### src/hdl/triangle_coverage_gouraud_defines.svh
// Assertion macros shared by the triangle coverage and shading block.
`ifndef TRIANGLE_COVERAGE_GOURAUD_DEFINES_SVH
`define TRIANGLE_COVERAGE_GOURAUD_DEFINES_SVH
`ifndef SYNTHESIS
`define TCG_ASSERT(lbl, ck, rstn, prop) \
  lbl: assert property (@(posedge ck) disable iff (!(rstn)) prop) \
    else $error("triangle shading check failed");
`define TCG_ASSERT_NR(lbl, ck, prop) \
  lbl: assert property (@(posedge ck) prop) else $error("triangle shading check failed");
`else
`define TCG_ASSERT(lbl, ck, rstn, prop)
`define TCG_ASSERT_NR(lbl, ck, prop)
`endif
`endif

### src/hdl/tcg_pkg.sv
// Shared types and constants of the triangle coverage and shading block.
`timescale 1ns / 1ps
`default_nettype none
package tcg_pkg;

  localparam int PIX_W   = 9;
  localparam int CRD_W   = 16;
  localparam int COL_W   = 24;
  localparam int TDATA_W = 80;

  localparam logic FUNC_LOAD  = 1'b0;
  localparam logic FUNC_PIXEL = 1'b1;
  localparam logic KIND_BOX   = 1'b0;
  localparam logic KIND_PIXEL = 1'b1;
  localparam logic [1:0] SEL_LAST = 2'd2;

  localparam int FIFO_AW    = 2;
  localparam int FIFO_DEPTH = 1 << FIFO_AW;

  // Edge i runs from vertex A_IDX[i] to vertex C_IDX[i].
  localparam int A_IDX [3] = '{1, 2, 0};
  localparam int C_IDX [3] = '{2, 0, 1};

  typedef struct packed {
    logic                   kind;
    logic [PIX_W-1:0]       px;
    logic [PIX_W-1:0]       py;
    logic [2:0][CRD_W-1:0]  vx;
    logic [2:0][CRD_W-1:0]  vy;
    logic [2:0][COL_W-1:0]  col;
  } job_t;

  typedef struct packed {
    logic             kind;
    logic             cov;
    logic [PIX_W-1:0] px;
    logic [PIX_W-1:0] py;
    logic [PIX_W-1:0] min_x;
    logic [PIX_W-1:0] max_x;
    logic [PIX_W-1:0] min_y;
    logic [PIX_W-1:0] max_y;
  } meta_t;

  typedef struct packed {
    logic empty;
    logic full;
  } fifo_stat_t;

endpackage
`default_nettype wire

### src/hdl/tcg_fifo.sv
// Short job queue between the front end and the shading pipeline.
`timescale 1ns / 1ps
`default_nettype none
module tcg_fifo (
  input  wire logic          clk,
  input  wire logic          rst_n,
  input  wire logic          push,
  input  wire tcg_pkg::job_t wr_job,
  input  wire logic          pop,
  output tcg_pkg::job_t      rd_job,
  output tcg_pkg::fifo_stat_t stat
);

  tcg_pkg::job_t                 mem_r [tcg_pkg::FIFO_DEPTH];
  logic [tcg_pkg::FIFO_AW-1:0]   wr_ptr_r, wr_ptr_nxt;
  logic [tcg_pkg::FIFO_AW-1:0]   rd_ptr_r, rd_ptr_nxt;
  logic [tcg_pkg::FIFO_AW:0]     count_r, count_nxt;
  logic do_push, do_pop;

  assign stat.empty = (count_r == '0);
  assign stat.full  = (count_r == (tcg_pkg::FIFO_AW+1)'(tcg_pkg::FIFO_DEPTH));
  assign do_push    = push && !stat.full;
  assign do_pop     = pop && !stat.empty;
  assign rd_job     = mem_r[rd_ptr_r];

  always_comb begin
    wr_ptr_nxt = wr_ptr_r + (do_push ? 1'b1 : 1'b0);
    rd_ptr_nxt = rd_ptr_r + (do_pop ? 1'b1 : 1'b0);
    count_nxt  = count_r + (do_push ? 1'b1 : 1'b0) - (do_pop ? 1'b1 : 1'b0);
  end

  always_ff @(posedge clk) begin
    if (!rst_n) begin
      wr_ptr_r <= '0;
      rd_ptr_r <= '0;
      count_r  <= '0;
    end else begin
      wr_ptr_r <= wr_ptr_nxt;
      rd_ptr_r <= rd_ptr_nxt;
      count_r  <= count_nxt;
    end
  end

  always_ff @(posedge clk) begin
    if (do_push) begin
      mem_r[wr_ptr_r] <= wr_job;
    end
  end

endmodule
`default_nettype wire

### config.mk
export PLATFORM = sky130hd
export DESIGN_NAME = tcg_fifo
export DESIGN_NICKNAME = d
export VERILOG_FILES = /design/src/hdl/triangle_coverage_gouraud_defines.svh /design/src/hdl/tcg_pkg.sv /design/src/hdl/tcg_fifo.sv
export SDC_FILE = /design/constraint.sdc
export NUM_CORES = 1
export LEC_CHECK = 0
export BUFFER_PORTS_ARGS = -buffer_cell sky130_fd_sc_hd__clkbuf_2
export CAP_MARGIN = 0
export CORE_MARGIN = 1
export CORE_UTILIZATION = 45
export CTS_CLUSTER_SIZE = 12
export DETAILED_ROUTE_END_ITERATION = 7
export PLACE_DENSITY_LB_ADDON = 0.1
export SKIP_LAST_GASP = 1
export SYNTH_ARGS = -nofsm -noshare
export SYNTH_HDL_FRONTEND = slang
export SYNTH_SLANG_ARGS = --single-unit
### constraint.sdc
create_clock -name clk -period 24.3 [get_ports clk]
set_clock_uncertainty 0.1 [all_clocks]
set_input_delay 3.645 -clock clk [delete_from_list [all_inputs] [get_ports clk]]
set_output_delay 3.645 -clock clk [all_outputs]
set_load 0.01 [all_outputs]
* Word level (Yosys, flattened, before mapping)
Memories as Yosys holds them, arrays and structs flattened. A register that Yosys moved wholly into a read port is not among the register bits. Cells that the tools add are included.
Storage, ports and cells: bits in writable memories 748, register bits after elaboration 7, input port bits 191, memories 1
Cells by class: reduce and logical (&&, ||, !) cells 5, equality and inequality tests 1, add/sub/neg operators 4, muxes and demuxes 7
Memory list:
- mem_r | depth 4, bits a word 187, rd ports 1, clocked after memory_dff 1, wr ports 1, line tcg_fifo.sv:14 | tcg_pkg::job_t mem_r [tcg_pkg::FIFO_DEPTH];
Operators by type and width (count):
- 2-to-1 mux 1 bit | 6
- adder 2 x 1 -> 2 bit | 2
- adder 3 x 1 -> 3 bit | 1
- == test 3 bit (second input constant) | 1
- zero test 3 bit | 1
- subtractor 3 x 1 -> 3 bit | 1
- logical AND 1 bit | 2
- zero test 1 bit | 2
- 2-to-1 mux 2 bit | 1

* Logic depth before layout (Yosys ltp)
Gate-level depths: netlist (run 1).
depth after elaboration 6, gate-level depth with buffers 9

* Least setup slack after synthesis (run 1)
No wires, ideal clock.
kind input to register, start point in push, end point mem mem_r[1][0] (netlist name), enable pin, slack 5.892 ns, stages 2, arrival 17.306 ns, data required time 23.198 ns, cells stage by stage nand2b_1 > nor3b_1
On the way: word-level cells in the longest chain between the ends 3
RTL lines:
- from (decl) | line tcg_fifo.sv:7 | input wire logic push,
- logical AND 1 bit | line tcg_fifo.sv:22 | assign do_push = push && !stat.full;
- 2-to-1 mux 1 bit | line tcg_fifo.sv:45 | if (do_push) begin
- 2-to-1 mux 1 bit (not written as such) | line tcg_fifo.sv:46 | mem_r[wr_ptr_r] <= wr_job;
- to (decl) | line tcg_fifo.sv:14
No other way between the ends.

==> results.toml, run 1 <==
[outcome]
outcome = "completed"

[pwr]
powerDensity_nw_per_um2 = 108
ir_drop_mv = 0.0932
total_leakage_power_nw = 10.8
power_mw = 3.52

[synthesis]
syn_inst = 1012
async_reset_ff_share_pct = 0
synth_fp_nets = 1206
syn_area_um2 = 27300
yosys_most_used_dff = "edfxtp_1"
ys_types = 18
synth_most_common_cell = "edfxtp_1"
synth.top_cell.area_share_pct = 82.2
synth_top_area_cell = "edfxtp_1"
synth.yosys.warnings = 0
syn_area_per_cell_um2 = 27.0
yosysSeqAreaShare_pct = 82.7
synth_area_leaders = "edfxtp_1 82%, mux4_2 15%, buf_6 0.58%, dfxtp_1 0.51%, buf_2 0.40%"
synth_seq_cells = 755
synth_edf_count = 748
yosys-top-cells-count = "748 x edfxtp_1, 187 x mux4_2, 22 x buf_2, 14 x buf_6"

[hold_path]
min-delay-start = "wr_ptr_r[1]"
hold_class = "flip-flop to flip-flop"

[floorplan]
design.die.area_um2 = 61700
start_util_pct = 45.9
core_um2 = 59500
fp-row-count = 89
io_pins = 380
die_w_um = 248
die_h_um = 248

[cells_and_area]
syn2layout_area_growth_pct = 19.0
finish.instance_area_um2 = 32500
drive_above_1_share_pct = 45.6
layout.nets = 1639
fillers = 4580
postLayoutCoreUtil_pct = 54.7

[drt]
routedWlPerCell_um = 23.4
drc = 0
drtAntennaViolNets = 0
drt-initial-drc-count = 637
vias = 12000
firstDrtPassIters = 4
routed_wl_um = 53200
viasPerCell = 5.30

[clocking]
htree_levels = 3
ctsResizeCount = 0
clk_latency_ns = 0.60
cts_sinks = 755
clock_path_buffers = 3
cts_setup_buffers = 0
path_clk_slew_ns = 0.06
cts.hold.buffers_added = 0
cts_buffers = 80
cts_root_buf = "clkbuf_16"
cts_tree = "yes"

[placed_design]
post-place-ws_ns = 17.65
hpwl_um = 30800
place_congestion = 0.711
dpl-instance-area_um2 = 30100
port_buffers = 379

[setup_path]
path_cells = "buf_4 > buf_4 > mux4_2 > clkbuf_2"
startpoint = "rd_ptr_r[1]"
crit_required_ns = 20.56
crit_slowest_cell = "buf_4"
slowest_delay_ns = 0.88
critPathCaptureType = "primary output"
crit_buf_inv = 3
worstSetupPathType = "flip-flop to primary output"
critical_path_arrival_ns = 3.41
crit_fanout = 68
setup.worst_path.start_class = "flip-flop"
crit_family = "buffers and inverters"
path_common_cell = "buf_4"
r2r-start = "count_r[2]"

[sta]
setup_tns_ns = 0
max_slew_margin_pct = 29.4
hold_violations = 0
final.setup.worst_slack_ns = 17.15
tightest_slew_ns = 1.06
rsz0062_at_grt = "false"
maxSlewViolCount = 0
fin_crit_sh_pct = 29.4
finalSetupViolations = 0
period_needed_ns = 7.15
clock.fmax_ghz = 0.140

[global_routing]
grt_pass1_vias = 12600
grt_pass1_wl_um = 78100
track_usage_pct = 17.3
antenna_found_initial = 12
grt.overflow.total = 0
grt_max_degree = 149

[run]
drv_cap = 0
layout by cell type, fill, tap and decap left out, drive strengths merged:
cell type	n
inv	4
buf	14
clkinv	22
diode	2
o31ai	1
dfxtp	7
nor3b	3
mux4	187
bufinv	6
and2	7
ha	2
o311ai	1
clkbuf	482
nor3	2
xor2	1
xnor2	5
fa	1
nand2b	2
clkinvlp	1
and3	1
edfxtp	748
metal layers:
layer  GRT usage (%)  wire length (um)  up-vias
met5               0               152        -
met4            5.74              1230       22
met3            5.62              3910      103
met2            27.4             26300      297
met1            22.6             21600     6344
li1                -                 -     5282
area by class of cell:
class | count | area, um2 | share of cell area (%)
Clock inverter | 31 | 307 | 0.943
Tap cell | 773 | 967 | 2.97
Sequential cell | 755 | 22600 | 69.5
Inverter | 2 | 7.51 | 0.0231
Clock buffer | 103 | 2130 | 6.55
Antenna cell | 2 | 5.00 | 0.0154
Timing Repair Buffer | 393 | 2050 | 6.31
Multi-Input combinational cell | 213 | 4440 | 13.7
state kept, by name, summed over array words and instances, names as in the netlist:
name	cells
count_r	3
rd_ptr_r	2
mem_r	748
wr_ptr_r	2
logic make-up after synthesis:
family	after synthesis	synth area share, %
simple gates	15	0.348
xor+xnor	6	0.192
flops	755	82.7
buf+inv	44	1.09
compound gates	2	0.0596
mux	187	15.4
fa+ha+maj	3	0.165
through the flow:
step	hold slack, ns	std cells
after floorplan	0.473	1012
after global placement	0.520	2136
after detailed placement	0.546	2136
after CTS	0.558	2270
after global routing	0.575	2271
final	0.557	2272
path summary, 6_finish.rpt:
kind / cells past startpoint / slack, ns / endpoint
worst min register to register: 2 / 0.56 / wr_ptr_r[1]
worst min-delay path: 2 / 0.56 / wr_ptr_r[1]
worst max register to register: 6 / 20.86 / mem_r[3][133]
worst max-delay path: 4 / 17.15 / rd_job[107]
power breakdown:
group / switching, mW / internal [mW] / total (mW)
Clock: 0.466 / 0.678 / 1.14
Sequential: 0.0489 / 1.59 / 1.64
Combinational: 0.398 / 0.343 / 0.741
tightest hold or removal path, delay by kind of cell (launching register included):
family,cells,cell delay [ns]
xor+xnor,1,0.14
simple gates,1,0.12
flops,1,0.37
(Power assumes the default switching activity.)
==> inputs of run 2 (changes only) <==
clock period = 6 ns   (was 24.3 ns; I/O delays follow)
==> run 2 against run 1 <==
Against the previous run:
- die area is the same
- routed wire length grew 1.2%
- worst hold slack lost 0.15 ns
- non-clock buffer count grew 3
- setup slack lost 15 ns
- register-to-register slack lost 18 ns
- flip-flop and latch count is the same
- count of clock-buffer cells in the layout shrank 3
- critical path depth shrank 1
- sequential share of layout area shrank 0.051 points
- via count shrank 0.88%
- largest cell class unchanged
==> results.toml, run 2 (synthesized netlist as in run 1, its figures left out) <==
[outcome]
outcome = "completed"

[drt]
drtAntennaViolNets = 0
vias = 11900
drc = 0
routedWlPerCell_um = 23.7
firstDrtPassIters = 6
drt-initial-drc-count = 542
routed_wl_um = 53900
viasPerCell = 5.27

[clocking]
path_clk_slew_ns = 0.06
cts_buffers = 79
ctsResizeCount = 0
cts_root_buf = "clkbuf_16"
cts_setup_buffers = 0
clk_latency_ns = 0.60
cts.hold.buffers_added = 0
cts_tree = "yes"
clock_path_buffers = 3
cts_sinks = 755
htree_levels = 3

[setup_path]
path_cells = "buf_12 > mux4_2 > clkbuf_2"
r2r-start = "count_r[0]"
setup.worst_path.start_class = "flip-flop"
crit_slowest_cell = "dfxtp_4"
slowest_delay_ns = 0.96
critPathCaptureType = "primary output"
startpoint = "rd_ptr_r[0]"
worstSetupPathType = "flip-flop to primary output"
crit_required_ns = 5.00
critical_path_arrival_ns = 2.87
crit_fanout = 59

[run]
drv_cap = 0

[global_routing]
grt_pass1_wl_um = 79600
track_usage_pct = 17.6
grt.overflow.total = 0
antenna_found_initial = 8
grt_max_degree = 100
grt_pass1_vias = 12600

[sta]
hold_slack_ns = 0.411
rsz0062_at_grt = "false"
setup_tns_ns = 0
final.setup.worst_slack_ns = 2.13
clock.fmax_ghz = 0.259
period_needed_ns = 3.87
hold_violations = 0
tightest_slew_ns = 0.942
maxSlewViolCount = 0
finalSetupViolations = 0
max_slew_margin_pct = 37.2
fin_crit_sh_pct = 64.4

[hold_path]
min-delay-start = "wr_job[89]"
hold_class = "input pin to flip-flop"

[pwr]
power_mw = 14.2
total_leakage_power_nw = 10.8
seqPwrFrac_pct = 46.9
p_comb_share_pct = 21.6
p_int_mw = 10.5
switching_share_pct = 26.1
clkPwrFrac_pct = 31.6
powerDensity_nw_per_um2 = 435
switchingPower_mw = 3.70
ir_drop_mv = 0.262

[placed_design]
post-place-ws_ns = 2.62
dpl-instance-area_um2 = 30200
place_inst = 2139
port_buffers = 379
place_congestion = 0.722
hpwl_um = 31500

[floorplan]
start_util_pct = 45.9
io_pins = 380
core_um2 = 59500
die_w_um = 248
die_h_um = 248
design.die.area_um2 = 61700
fp-row-count = 89

[cells_and_area]
reg_top3 = "mem_r: 748 flops, count_r: 3 flops"
syn2layout_area_growth_pct = 19.1
fillers = 4551
finish.instance_area_um2 = 32500
final_cell_count_no_fill = 2268
layout_common_cells = "748 x edfxtp_1, 379 x clkbuf_2, 187 x mux4_2"
drive_above_1_share_pct = 46.0
largest_reg_flops = 748
layout.nets = 1641
top_register = "mem_r"
postLayoutCoreUtil_pct = 54.7
final_common_cell = "edfxtp_1"
==> run 2: cell types whose count changed in the layout (fill, tap and decap cells not counted) <==
| cell | previous run | this run |
|---|---|---|
| nor3b_2 | 2 | 0 |
| nand2b_4 | 0 | 1 |
| nor3b_4 | 0 | 2 |
| clkinv_1 | 16 | 13 |
| nor3_2 | 1 | 0 |
| clkbuf_1 | 21 | 18 |
| clkinv_2 | 5 | 8 |
| diode_2 | 2 | 1 |
| nor3_4 | 0 | 1 |
| nand2b_1 | 2 | 1 |
| buf_12 | 4 | 10 |
| buf_4 | 10 | 7 |
| bufinv_16 | 6 | 3 |
==> run 2: path summary, 6_finish.rpt <==
kind,end,slack [ns],depth (start not counted)
setup reg to reg,mem_r[3][114],3.23,5
hold reg to reg,count_r[0],0.60,2
setup / recovery,rd_job[128],2.13,3
hold / removal,mem_r[3][89],0.41,1
==> run 2: layer usage <==
| layer | vias up | share of wire, % | GRT usage [%] |
|---|---|---|---|
| met5 | - | 0.17 | 0 |
| met4 | 14 | 2.5 | 6.01 |
| met3 | 100 | 8.4 | 6.22 |
| met2 | 324 | 49 | 27.3 |
| met1 | 6217 | 40 | 23.3 |
| li1 | 5287 | - | - |
==> run 2: layout make-up <==
class	count	area (um2)	share of cell area, %
sequential	755	22600	69.5
multi-input combinational	213	4470	13.7
timing repair buffer	396	2150	6.61
clock buffer	100	2120	6.51
tap	773	967	2.97
clock inverter	28	220	0.677
inverter	2	7.51	0.0231
antenna	1	2.50	0.00769
==> run 2: critical path: cells and delay by family, from the launching register on <==
kind | cells | cell delay [ns]
buf+inv | 2 | 0.64
mux | 1 | 0.58
flops | 1 | 0.96
==> run 2: power groups by stage <==
stage	registers, mW	logic [mW]	clock network (mW)
finish	6.63	3.05	4.47
global route	6.70	3.31	4.79
CTS	6.65	3.16	4.60
detailed placement	6.76	3.15	0
global placement	6.74	3.15	0
floorplan	6.68	2.05	0
