==> config.mk <==
export PLATFORM = sky130hd
export DESIGN_NAME = tcg_front
export DESIGN_NICKNAME = d
export VERILOG_FILES = /design/src/hdl/triangle_coverage_gouraud_defines.svh /design/src/hdl/tcg_pkg.sv /design/src/hdl/tcg_front.sv
export SDC_FILE = /design/constraint.sdc
export NUM_CORES = 1
export LEC_CHECK = 0
export ABC_AREA = 1
export BUFFER_PORTS_ARGS = -buffer_cell sky130_fd_sc_hd__clkbuf_2
export CAP_MARGIN = 40
export CORE_MARGIN = 5
export CORE_UTILIZATION = 40
export DETAILED_ROUTE_END_ITERATION = 10
export PLACE_DENSITY = 0.62
export SETUP_SLACK_MARGIN = 0.2
export SLEW_MARGIN = 5
export SYNTH_ARGS = -nofsm -noshare
export SYNTH_HDL_FRONTEND = slang
export SYNTH_SLANG_ARGS = --single-unit
==> constraint.sdc <==
create_clock -name clk -period 2.7 [get_ports clk]
set_input_delay 0.27 -clock clk [delete_from_list [all_inputs] [get_ports clk]]
set_output_delay 0.27 -clock clk [all_outputs]
set_load 0.01 [all_outputs]
==> src/hdl/triangle_coverage_gouraud_defines.svh <==
// Assertion macros shared by the triangle coverage and shading block.
`ifndef TRIANGLE_COVERAGE_GOURAUD_DEFINES_SVH
`define TRIANGLE_COVERAGE_GOURAUD_DEFINES_SVH
`ifndef SYNTHESIS
`define TCG_ASSERT(lbl, ck, rstn, prop) \
  lbl: assert property (@(posedge ck) disable iff (!(rstn)) prop) \
    else $error("triangle shading check failed");
`define TCG_ASSERT_NR(lbl, ck, prop) \
  lbl: assert property (@(posedge ck) prop) else $error("triangle shading check failed");
`else
`define TCG_ASSERT(lbl, ck, rstn, prop)
`define TCG_ASSERT_NR(lbl, ck, prop)
`endif
`endif

==> src/hdl/tcg_pkg.sv <==
// Shared types and constants of the triangle coverage and shading block.
`timescale 1ns / 1ps
`default_nettype none
package tcg_pkg;

  localparam int PIX_W   = 9;
  localparam int CRD_W   = 16;
  localparam int COL_W   = 24;
  localparam int TDATA_W = 80;

  localparam logic FUNC_LOAD  = 1'b0;
  localparam logic FUNC_PIXEL = 1'b1;
  localparam logic KIND_BOX   = 1'b0;
  localparam logic KIND_PIXEL = 1'b1;
  localparam logic [1:0] SEL_LAST = 2'd2;

  localparam int FIFO_AW    = 2;
  localparam int FIFO_DEPTH = 1 << FIFO_AW;

  // Edge i runs from vertex A_IDX[i] to vertex C_IDX[i].
  localparam int A_IDX [3] = '{1, 2, 0};
  localparam int C_IDX [3] = '{2, 0, 1};

  typedef struct packed {
    logic                   kind;
    logic [PIX_W-1:0]       px;
    logic [PIX_W-1:0]       py;
    logic [2:0][CRD_W-1:0]  vx;
    logic [2:0][CRD_W-1:0]  vy;
    logic [2:0][COL_W-1:0]  col;
  } job_t;

  typedef struct packed {
    logic             kind;
    logic             cov;
    logic [PIX_W-1:0] px;
    logic [PIX_W-1:0] py;
    logic [PIX_W-1:0] min_x;
    logic [PIX_W-1:0] max_x;
    logic [PIX_W-1:0] min_y;
    logic [PIX_W-1:0] max_y;
  } meta_t;

  typedef struct packed {
    logic empty;
    logic full;
  } fifo_stat_t;

endpackage
`default_nettype wire

==> src/hdl/tcg_front.sv <==
// Front end: takes input beats, keeps the three vertices and issues jobs.
`timescale 1ns / 1ps
`default_nettype none
module tcg_front (
  input  wire logic                        clk,
  input  wire logic                        rst_n,
  input  wire logic                        in_tvalid,
  output logic                             in_tready,
  input  wire logic                        in_tuser,
  input  wire logic [tcg_pkg::TDATA_W-1:0] in_tdata,
  input  wire tcg_pkg::fifo_stat_t         stat,
  output logic                             push,
  output tcg_pkg::job_t                    job
);

  logic [tcg_pkg::CRD_W-1:0] corner_x_r [3];
  logic [tcg_pkg::CRD_W-1:0] corner_y_r [3];
  logic [tcg_pkg::COL_W-1:0] corner_c_r [3];
  logic [tcg_pkg::CRD_W-1:0] corner_x_nxt [3];
  logic [tcg_pkg::CRD_W-1:0] corner_y_nxt [3];
  logic [tcg_pkg::COL_W-1:0] corner_c_nxt [3];
  logic       accept;
  logic [1:0] sel;

  assign in_tready = !stat.full;
  assign accept    = in_tvalid && in_tready;
  assign sel       = in_tdata[1:0];

  always_comb begin
    corner_x_nxt = corner_x_r;
    corner_y_nxt = corner_y_r;
    corner_c_nxt = corner_c_r;
    if (accept && in_tuser == tcg_pkg::FUNC_LOAD && sel <= tcg_pkg::SEL_LAST) begin
      corner_x_nxt[sel] = in_tdata[17:2];
      corner_y_nxt[sel] = in_tdata[33:18];
      corner_c_nxt[sel] = in_tdata[57:34];
    end
    push     = accept && (in_tuser == tcg_pkg::FUNC_PIXEL || sel == tcg_pkg::SEL_LAST);
    job.kind = (in_tuser == tcg_pkg::FUNC_PIXEL) ? tcg_pkg::KIND_PIXEL : tcg_pkg::KIND_BOX;
    job.px   = in_tdata[66:58];
    job.py   = in_tdata[75:67];
    for (int i = 0; i < 3; i++) begin
      job.vx[i]  = corner_x_nxt[i];
      job.vy[i]  = corner_y_nxt[i];
      job.col[i] = corner_c_nxt[i];
    end
  end

  always_ff @(posedge clk) begin
    if (!rst_n) begin
      for (int i = 0; i < 3; i++) begin
        corner_x_r[i] <= '0;
        corner_y_r[i] <= '0;
        corner_c_r[i] <= '0;
      end
    end else begin
      corner_x_r <= corner_x_nxt;
      corner_y_r <= corner_y_nxt;
      corner_c_r <= corner_c_nxt;
    end
  end

endmodule
`default_nettype wire

### Word level (Yosys, flattened, before mapping)

Index checks and enable logic that the tools add are counted.
W data, S select, Z words.

* output and inout bits: 189
* bits in writable memories: 0
* word-level logic and storage cells: 33
* register bits: 168
* input port bits: 86
* latch bits: 0
* bits in read-only memories: 0
* memories: 0

* equal/unequal tests: 1
* reductions and logical operators: 7
* muxes and demuxes: 11
* divide/modulo/power cells: 0
* $mul: 0
* magnitude comparators: 3
* add/sub/neg operators: 0
* shift-type cells: 0
* bitwise logic cells: 2

Operator list (count)
* $bwmux W48: 2
* $mux W48: 2
* $bwmux W72: 1
* $mux W72: 1
* $demux W24 S2: 1
* $demux W16 S2: 1
* $mux W24: 1
* $mux W16: 1
* $logic_and A1 B1 Y1: 5
* $ge A3 B3 Y1 const B: 1
* $lt A3 B1 Y1 const B: 1
* $not A2 Y3: 1
* $eq A2 B2 Y1 const B: 1
* $le A2 B2 Y1 const B: 1
* $logic_not A1 Y1: 1
* $logic_or A1 B1 Y1: 1
* $mux W1: 1
* $not A1 Y1: 1

### Logic depth before layout (Yosys ltp)

Gate-level depths: netlist (run 1).

* word-level depth: 7
* mapped depth: 8
* gate-level depth less buffers: 6

### Worst setup path before layout (run 1)

Ideal clock, no wire load.

* kind: input to output
* start: input port stat[0] (netlist name)
* end: output port job[0] (netlist name)
* required time: 2430 ps
* arrival time: 1159 ps
* slack: 1271 ps
* path buffers: 2
* cell stages on the path: 6
* cell sequence: inv_1 nand2_4 clkbuf_1 buf_2 o21bai_1 nand2_1

RTL lines
* from (decl): line tcg_front.sv:11 `input wire tcg_pkg::fifo_stat_t stat,`
* to (decl): line tcg_front.sv:13 `output tcg_pkg::job_t job`

==> results of run 1 <==
==> power breakdown <==
| group | internal (uW) | switching [uW] | total [uW] | leakage (uW) |
|---|---|---|---|---|
| registers | 2500 | 13.0 | 2520 | 0.00136 |
| logic | 215 | 544 | 759 | 0.00462 |
| clock network | 1310 | 1190 | 2510 | 0.000279 |
| total | 4030 | 1750 | 5780 | 0.00626 |
==> cells by family (layout without fill, tap and decap cells) <==
family / Yosys count / after routing / synth area share (%)
AO/OA/AOI/OAI: 337 / 337 / 20.72
other: 0 / 1 / 0
AND/OR/NAND/NOR: 848 / 848 / 32.85
buffers and inverters: 312 / 464 / 13.37
flip-flops: 168 / 168 / 33.07
==> routing by layer <==
metal	vias up	routed length, um	global-route usage [%]
met5	-	0	0
met4	0	642	7.035
met3	50	1998	3.354
met2	349	15180	35.49
met1	5006	16620	33.73
li1	5467	-	-
==> placed cells by master, fill, tap and decap left out, drive strengths merged <==
cell type / instances
clkinvlp: 3
dfxtp: 168
clkbuf: 250
buf: 26
nor2: 2
a21oi: 169
nand2: 734
bufinv: 1
diode: 1
o21bai: 168
nand3: 112
inv: 181
clkinv: 3
==> registers in the layout, summed over array words and instances (netlist names) <==
register,count
corner_c_r,72
corner_y_r,48
corner_x_r,48
==> worst max-delay path by stage <==
stage / end / slack, ns / from
after floorplan: job[0] / 1.27 / stat[0]
after global placement: job[23] / 0.52 / in_tdata[1]
after detailed placement: job[23] / 0.54 / in_tdata[1]
after CTS: job[23] / 0.53 / in_tdata[1]
after global routing: job[89] / 0.42 / in_tdata[1]
final: job[47] / 0.52 / in_tdata[1]
==> metrics by stage <==
step / cell area, um2 / total power [uW] / util, %
after CTS: 11980 / 5846 / 47.73
after detailed placement: 11400 / 3331 / 45.40
after floorplan: 10170 / 3049 / -
final: 11990 / 5784 / 47.74
after global routing: 11990 / 6012 / 47.74
after global placement: 11400 / 3328 / 45.40
==> area by class of cell <==
class	count	area [um2]
antenna	1	2.502
clock buffer	17	425.4
clock inverter	15	158.9
fill	2668	13120
inverter	173	651.9
multi-input combinational	1185	5485
sequential	168	3363
tap	330	412.9
timing repair buffer	259	1486
==> worst max-delay path: stages <==
cell and delay [ns]:
clkbuf_2 0.19, inv_2 0.27, buf_4 0.58, nand3_1 0.14, nand2_1 0.10, nand2_1 0.06
nand2_1 0.13, clkbuf_2 0.15
==> out/metrics.cfg, run 1 <==
[logic_synthesis]
yosysTopAreaCellShare_pct=33.07
ys_seq_elements=168
mappedNetlistNets=1751
synthesis.area_um2=10170
ys_async_sr_fraction_pct=0
synth.yosys.seq_area_share_pct=33.07
yosysMostFrequentCell=nand2_1
ys_warn_count=0
synth_ff_type=dfxtp_1
synth_common_cells=nand2_1 (732), inv_1 (171), a21oi_1 (169), dfxtp_1 (168), o21bai_1 (168)
synth.avg_cell_area_um2=6.109
synth_largest_area_cell=dfxtp_1
ys_top_cells_by_area=dfxtp_1 (33%), nand2_1 (27%), o21bai_1 (12%), a21oi_1 (8.3%), inv_1 (6.3%)
ys_types=16
postSynthCellCount=1665
synth_edf_count=0

[clocking]
clockRootBuffer=clkbuf_16
postCtsSetupRepairBufs=0
ctsResizeCount=0
path_clk_slew_ns=0.08
clock_path_buffers=2
holdBufCountCts=0
clkLatencyLatePin_ns=0.43
cts_max_level=4
cts_made_buffers=17
cts_tree=built
numClockSinks=168

[critical_path]
critical_path.startpoint_type=input pin
ff2ff_path_depth=3
crit_path_end_kind=output pin
rr_startpoint=corner_c_r[10]$_SDFF_PN0_
r2r-end=corner_c_r[10]$_SDFF_PN0_
path_max_fanout=46
cp.required_ns=2.43
r2r_setup_slack_ns=1.90
critPathArrivalTime_ns=1.91
path_class=input pin to output pin

[placement]
dp_slack_ns=0.5420
gp_congestion=0.8138
dpl.hpwl_um=21580
dp_cells=2115
port_buffers=233

[grt]
grtUsageTotal_pct=23.14
grt_max_degree=110
grt_first_pass_wirelength_um=54360
grt_pass1_vias=10060
grt_antenna_before_repair=1
grt-ovfl-total=0

[die]
die_area_um2=28720
core_area_um2=25110
die_w_um=169.5
num_io_pins=275
rows=58
die_h_um=169.5
floorplan.initialDensity_pct=40.51

[timing]
skew_ns=0
report.final.slew_viol_count=0
worst_slew_pin_slew_ns=0.7331
rsz0062_at_grt=false
slew-limit-headroom_pct=51.13
finalSetupTns_ns=0
hold_violations=0
fin_ws_ns=0.5227
fmax_mhz=459.3
min_period_over_period_pct=80.64
setup_violations=0
holdWs_ns=0.2165
min_period_ns=2.177

[hold_path]
hold_class=input pin to flip-flop
min_from=in_tdata[19]
hold_depth=5
min_to=corner_y_r[33]$_SDFF_PN0_

[detailed_routing]
drtIter0Drc=856
drc=0
ant_nets=0
vias=10870
wl_per_cell_um=16.03
first_pass_iters=7
viasPerCell=5.061
wl_um=34440

[run_status]
status=completed

[power_and_ir_drop]
p_per_area_nw_per_um2=482.5
worst_ir_drop_vdd_mv=0.3142
p_leak_uw=0.006258

[layout]
final_cells=2148
drive_gt1_share_pct=16.57
area_growth_pct=17.85
finalNetCount=1890

[run]
drv_cap=0

No activity file was read; power rests on OpenSTA's default activity.
==> inputs of run 2 (changes only) <==
--- a/config.mk
+++ b/config.mk
@@ -5,13 +5,13 @@
 export SDC_FILE = /design/constraint.sdc
 export NUM_CORES = 1
 export LEC_CHECK = 0
-export ABC_AREA = 1
+export ABC_AREA = 0
 export BUFFER_PORTS_ARGS = -buffer_cell sky130_fd_sc_hd__clkbuf_2
 export CAP_MARGIN = 40
 export CORE_MARGIN = 5
 export CORE_UTILIZATION = 40
 export DETAILED_ROUTE_END_ITERATION = 10
-export PLACE_DENSITY = 0.62
+export PLACE_DENSITY = 0.66
 export SETUP_SLACK_MARGIN = 0.2
 export SLEW_MARGIN = 5
 export SYNTH_ARGS = -nofsm -noshare
==> constraint.sdc (replaced) <==
create_clock -name clk -period 1.85 [get_ports clk]
set_input_delay 0.185 -clock clk [delete_from_list [all_inputs] [get_ports clk]]
set_output_delay 0.185 -clock clk [all_outputs]
set_load 0.01 [all_outputs]
==> run 2 against run 1 <==
The flow now finishes with violations (setup timing). Utilization grew 10 points. Setup slack lost 0.54 ns. Design area grew 0.65%. Global-route usage shrank 5.9 points. Routed wire length shrank 34%. Sequential share of layout area shrank 0.18 points. Clock power grew 42%. Sequential cell count is the same. Clock skew is the same. Critical path depth shrank 2. Critical path type unchanged. Largest cell class unchanged. Highest routed layer unchanged.
==> out/metrics.cfg, run 2 <==
[timing]
slew-limit-headroom_pct=72.36
worst_slew_pin_slew_ns=0.4146
fin_ws_ns=-0.02210
min_period_over_period_pct=101.2
hold_violations=0
report.final.slew_viol_count=0
min_period_ns=1.872
rsz0062_at_grt=true
setup_violations=27
fmax_mhz=534.2
skew_ns=0

[clocking]
cts_max_level=4
clkLatencyLatePin_ns=0.41
numClockSinks=168
cts_made_buffers=17
clock_path_buffers=2
clockRootBuffer=clkbuf_16
cts_tree=built
path_clk_slew_ns=0.07

[run]
drv_cap=0

[logic_synthesis]
synth_ff_type=dfxtp_1
synth_edf_count=0
synthesis.area_um2=8369
synth.avg_cell_area_um2=10.23
synth_common_cells=nand2_1 (224), dfxtp_1 (168), mux2i_1 (168), mux2_2 (141), clkbuf_1 (32)
ys_top_cells_by_area=dfxtp_1 (40%), mux2i_1 (20%), mux2_2 (19%), nand2_1 (10%), mux2_4 (4.3%)
ys_seq_elements=168
postSynthCellCount=818
ys_types=18
synth_largest_area_cell=dfxtp_1
ys_async_sr_fraction_pct=0
synth.yosys.seq_area_share_pct=40.19
mappedNetlistNets=904
yosysMostFrequentCell=nand2_1
ys_warn_count=0
yosysTopAreaCellShare_pct=40.19

[critical_path]
critPathMaxStageDelay_ns=0.52
critical_path.startpoint_type=input pin
crit_path_cell_trace=buf_6 -> nand2b_4 -> or4b_4 -> buf_12 -> mux2_4 -> clkbuf_2
critPathArrivalTime_ns=1.69
path_max_fanout=45
cp.required_ns=1.66
crit_path_end_kind=output pin
path_class=input pin to output pin
slowest_stage=or4b_4

[layout]
regMostFlops=corner_c_r
reg_top3=corner_c_r: 72 flops, corner_x_r: 48 flops, corner_y_r: 48 flops
area_growth_pct=44.15
drive_gt1_share_pct=48.73
largest_register_ffs=72
num-fill-cells=1778
n_antenna_cell=0
final_common_cell=nand2_1
finalNetCount=1174
postLayoutCellArea_um2=12060
regArea_um2=3363
multi_input_area_um2=4823
mostFrequentLayoutCells=nand2_1 (224), mux2i_1 (168), dfxtp_1 (168), clkbuf_2 (159), mux2_4 (88)
final_cells=1375

[die]
die_h_um=154.7
die_w_um=154.7
floorplan.initialDensity_pct=40.19
rows=53
die_area_um2=23920
core_area_um2=20820
num_io_pins=275

[power_and_ir_drop]
power_frac_seq_pct=45.7
p_switching_uw=1961
swShare_pct=24.30
p_comb_share_pct=10.1
pwr-share-clk_pct=44.2
p_leak_uw=0.006151
p_per_area_nw_per_um2=669.1
worst_ir_drop_vdd_mv=0.6146
p_int_uw=6111

[grt]
grt_first_pass_wirelength_um=34010
grt_max_degree=51
grt-ovfl-total=0
grt_antenna_before_repair=0
grt_pass1_vias=6632
grtUsageTotal_pct=17.24

[hold_path]
hold_class=input pin to flip-flop

[detailed_routing]
vias=6636
wl_um=22830
drtIter0Drc=182
drc=0
ant_nets=0
viasPerCell=4.826
first_pass_iters=4
wl_per_cell_um=16.60

[placement]
gp_congestion=0.7279
dpl_cell_area_um2=9928
port_buffers=233
dpl.hpwl_um=13760
dp_cells=1286

[run_status]
violations=setup timing
status=complete, but fails checks

==> run 2: final timing paths <==
check	start	to	slack, ns	cells past startpoint
hold reg to reg	corner_c_r[1]$_SDFF_PN0_	corner_c_r[1]$_SDFF_PN0_	0.46	2
setup reg to reg	corner_c_r[8]$_SDFF_PN0_	corner_c_r[8]$_SDFF_PN0_	1.19	2
hold / removal	in_tdata[16]	corner_x_r[14]$_SDFF_PN0_	0.09	3
setup / recovery	stat[0]	job[32]	-0.02	6
==> run 2: kinds of logic after synthesis <==
family,Yosys count,share of synthesized area (%)
buf+inv,84,5.352
compound gates,1,0.05974
flops,168,40.19
mux,336,43.77
simple gates,229,10.63
==> run 2: cell type report <==
type,count,area share (%)
clock inverters,12,1.172
repair buffers,333,24.38
flip-flops and latches,168,27.88
clock buffers,19,3.671
multi-input cells,566,39.98
inverters,2,0.06223
well taps,275,2.852
==> run 2: critical path, delay by kind of cell <==
family                 cells  cell delay, ns
buffers and inverters      3            0.43
and+or+nand+nor            2            0.66
muxes                      1            0.34
==> run 2: timing repair <==
| item | CTS | global route |
|---|---|---|
| pin swaps | 1 | 0 |
| resized for setup | 70 | 170 |
| endpoints found under the setup margin | 168 | 168 |
| setup buffers | 5 | 40 |
| hold buffers | 0 | 0 |
| cloned | 5 | 8 |
==> run 2: through the flow <==
stage	hold WS, ns	TNS (ns)	util, %	setup WS (ns)	total power, uW
2_1_floorplan	0.3677	0	-	0.1797	4179
3_3_place_gp	0.3701	0	47.68	0.005833	4433
3_5_place_dp	0.3701	-0.08669	47.68	-0.01090	4438
4_1_cts	0.06491	-0.01118	53.01	-0.003106	8052
5_1_grt	0.09247	-2.564	57.94	-0.04743	8365
6_report	0.08708	-0.3285	57.94	-0.02210	8072
==> run 2: power groups by stage <==
stage | clock network [uW] | registers, uW | logic, uW
global route | 3790 | 3690 | 883
global placement | 0 | 3770 | 665
floorplan | 0 | 3760 | 419
CTS | 3640 | 3690 | 727
finish | 3570 | 3690 | 819
detailed placement | 0 | 3770 | 670
==> run 2: layer usage <==
layer	vias up	global-route usage, %	share of wire, %
li1	3316	-	-
met1	3141	22.43	46
met2	154	28.83	47
met3	25	3.665	4.7
met4	0	5.130	1.8
met5	-	0	0
==> inputs of run 3 (changes only) <==
--- a/config.mk
+++ b/config.mk
@@ -8,7 +8,6 @@
 export ABC_AREA = 0
 export BUFFER_PORTS_ARGS = -buffer_cell sky130_fd_sc_hd__clkbuf_2
 export CAP_MARGIN = 40
-export CORE_MARGIN = 5
 export CORE_UTILIZATION = 40
 export DETAILED_ROUTE_END_ITERATION = 10
 export PLACE_DENSITY = 0.66
==> run 3 against run 2 <==
The run still ends with setup timing left. Design area down 0.46%. Sequential cell count unchanged. Register-to-register slack is essentially flat. Global-route usage rose by 2.0 points. Largest power group unchanged.
==> out/metrics.cfg, run 3 (synthesized netlist as in run 2, its figures left out) <==
[critical_path]
critical_path.startpoint_type=input pin
crit_path_end_kind=output pin
cp.required_ns=1.66
crit_path_cell_trace=buf_6 -> nand2b_4 -> or4b_4 -> buf_12 -> mux2_4 -> clkbuf_2
path_class=input pin to output pin
path_max_fanout=46
startpoint=stat[0]
critPathArrivalTime_ns=1.71
r2r-end=corner_c_r[28]$_SDFF_PN0_
slowest_stage=or4b_4
critPathMaxStageDelay_ns=0.53
ff2ff_path_depth=2
r2r_setup_slack_ns=1.19
rr_startpoint=corner_c_r[28]$_SDFF_PN0_

[detailed_routing]
vias=6635
drc=0
wl_um=22120
ant_nets=0
wl_per_cell_um=16.32
drtIter0Drc=264
viasPerCell=4.897
first_pass_iters=4

[timing]
setup_violations=42
fmax_mhz=528.4
fin_ws_ns=-0.04264
min_period_over_period_pct=102.3
report.final.slew_viol_count=0
hold_violations=0
skew_ns=0
min_period_ns=1.893
worst_slew_pin_slew_ns=0.3692
slew-limit-headroom_pct=75.39
rsz0062_at_grt=true
finalSetupTns_ns=-0.9666

[layout]
reg_top3=corner_c_r: 72 flops, corner_x_r: 48 flops, corner_y_r: 48 flops
finalNetCount=1159
regMostFlops=corner_c_r
largest_register_ffs=72
mostFrequentLayoutCells=nand2_1 (224), mux2i_1 (168), dfxtp_1 (168), clkbuf_2 (146)
final_util_pct=58.97
final_common_cell=nand2_1
postLayoutCellArea_um2=12010
drive_gt1_share_pct=48.11
num-fill-cells=1708
n_antenna_cell=0
area_growth_pct=43.49

[hold_path]
min_to=corner_y_r[29]$_SDFF_PN0_
hold_class=input pin to flip-flop
min_from=in_tdata[31]
hold_depth=3

[run_status]
violations=setup timing
status=complete, but fails checks

[die]
num_io_pins=275
die_w_um=146.7
die_h_um=146.7
floorplan.initialDensity_pct=41.10
die_area_um2=21510
core_area_um2=20360
rows=52

[run]
drv_cap=0

[power_and_ir_drop]
worst_ir_drop_vdd_mv=0.5651
power_uw=7922
p_per_area_nw_per_um2=659.7
p_leak_uw=0.006093

[clocking]
cts_tree=built
clkLatencyLatePin_ns=0.41
numClockSinks=168
cts_made_buffers=17
clock_path_buffers=2
path_clk_slew_ns=0.07
clockRootBuffer=clkbuf_16
cts_max_level=4

[placement]
port_buffers=233
dpl_cell_area_um2=9819
gp_congestion=0.7306
dpl.hpwl_um=12620

[grt]
grt_max_degree=61
grt_pass1_vias=6192
grt-ovfl-total=0
grt_first_pass_wirelength_um=32660
grt_antenna_before_repair=0
grtUsageTotal_pct=19.20

==> run 3: changes by cell type in the layout (fill, tap and decap cells not counted), sizes merged <==
cell	delta
clkbuf	-21
buf	+3
bufbuf	+2
clkinv	+2
bufinv	-1
clkinvlp	-1
inv	+1
==> run 3: area by class of cell <==
class | instances | area, um2 | share of cell area [%]
Clock buffer | 18 | 439.2 | 3.657
Clock inverter | 13 | 120.1 | 1.000
Inverter | 2 | 7.507 | 0.06251
Multi-Input combinational cell | 566 | 4808 | 40.04
Sequential cell | 168 | 3363 | 28.01
Tap cell | 270 | 337.8 | 2.813
Timing Repair Buffer | 318 | 2933 | 24.42
==> run 3: per-layer routing <==
metal  up-vias  part of all wire (%)  GRT usage [%]
met1      3156                    47          25.23
met4         0                  0.81          3.906
li1       3288                     -              -
met2       175                    48          31.35
met5         -                     0              0
met3        16                   4.9          5.281
==> run 3: worst max-delay path by stage <==
stage | endpoint | slack (ns) | depth (start not counted)
finish | job[34] | -0.04 | 6
detailed placement | job[135] | -0.1 | 8
global route | job[29] | -0.06 | 6
floorplan | job[24] | 0.18 | 6
CTS | job[120] | -0.04 | 9
global placement | job[135] | -0.07 | 8
==> run 3: power by group <==
part	switching (uW)	internal, uW	leakage [uW]
Combinational	414	415	0.00447
Clock	1510	1900	0.000270
Sequential	24.1	3660	0.00136
==> run 3: critical path, delay by kind of cell <==
kind / cells / cell delay, ns
mux: 1 / 0.34
simple gates: 2 / 0.68
buf+inv: 3 / 0.45
==> run 3: timing repair <==
item	CTS	global route
setup endpoints to repair	168	168
hold buffers	0	0
gates resized for setup	56	228
pin swaps	1	2
cloned	11	2
setup buffers	11	26
==> run 3: metrics by stage <==
stage	setup WS [ns]	hold WS, ns	instances
4_1_cts	-0.04384	0.05411	1327
2_1_floorplan	0.1797	0.3677	818
5_1_grt	-0.06020	0.06303	1355
3_3_place_gp	-0.06836	0.3701	1274
3_5_place_dp	-0.09620	0.3701	1274
6_report	-0.04264	0.08495	1355
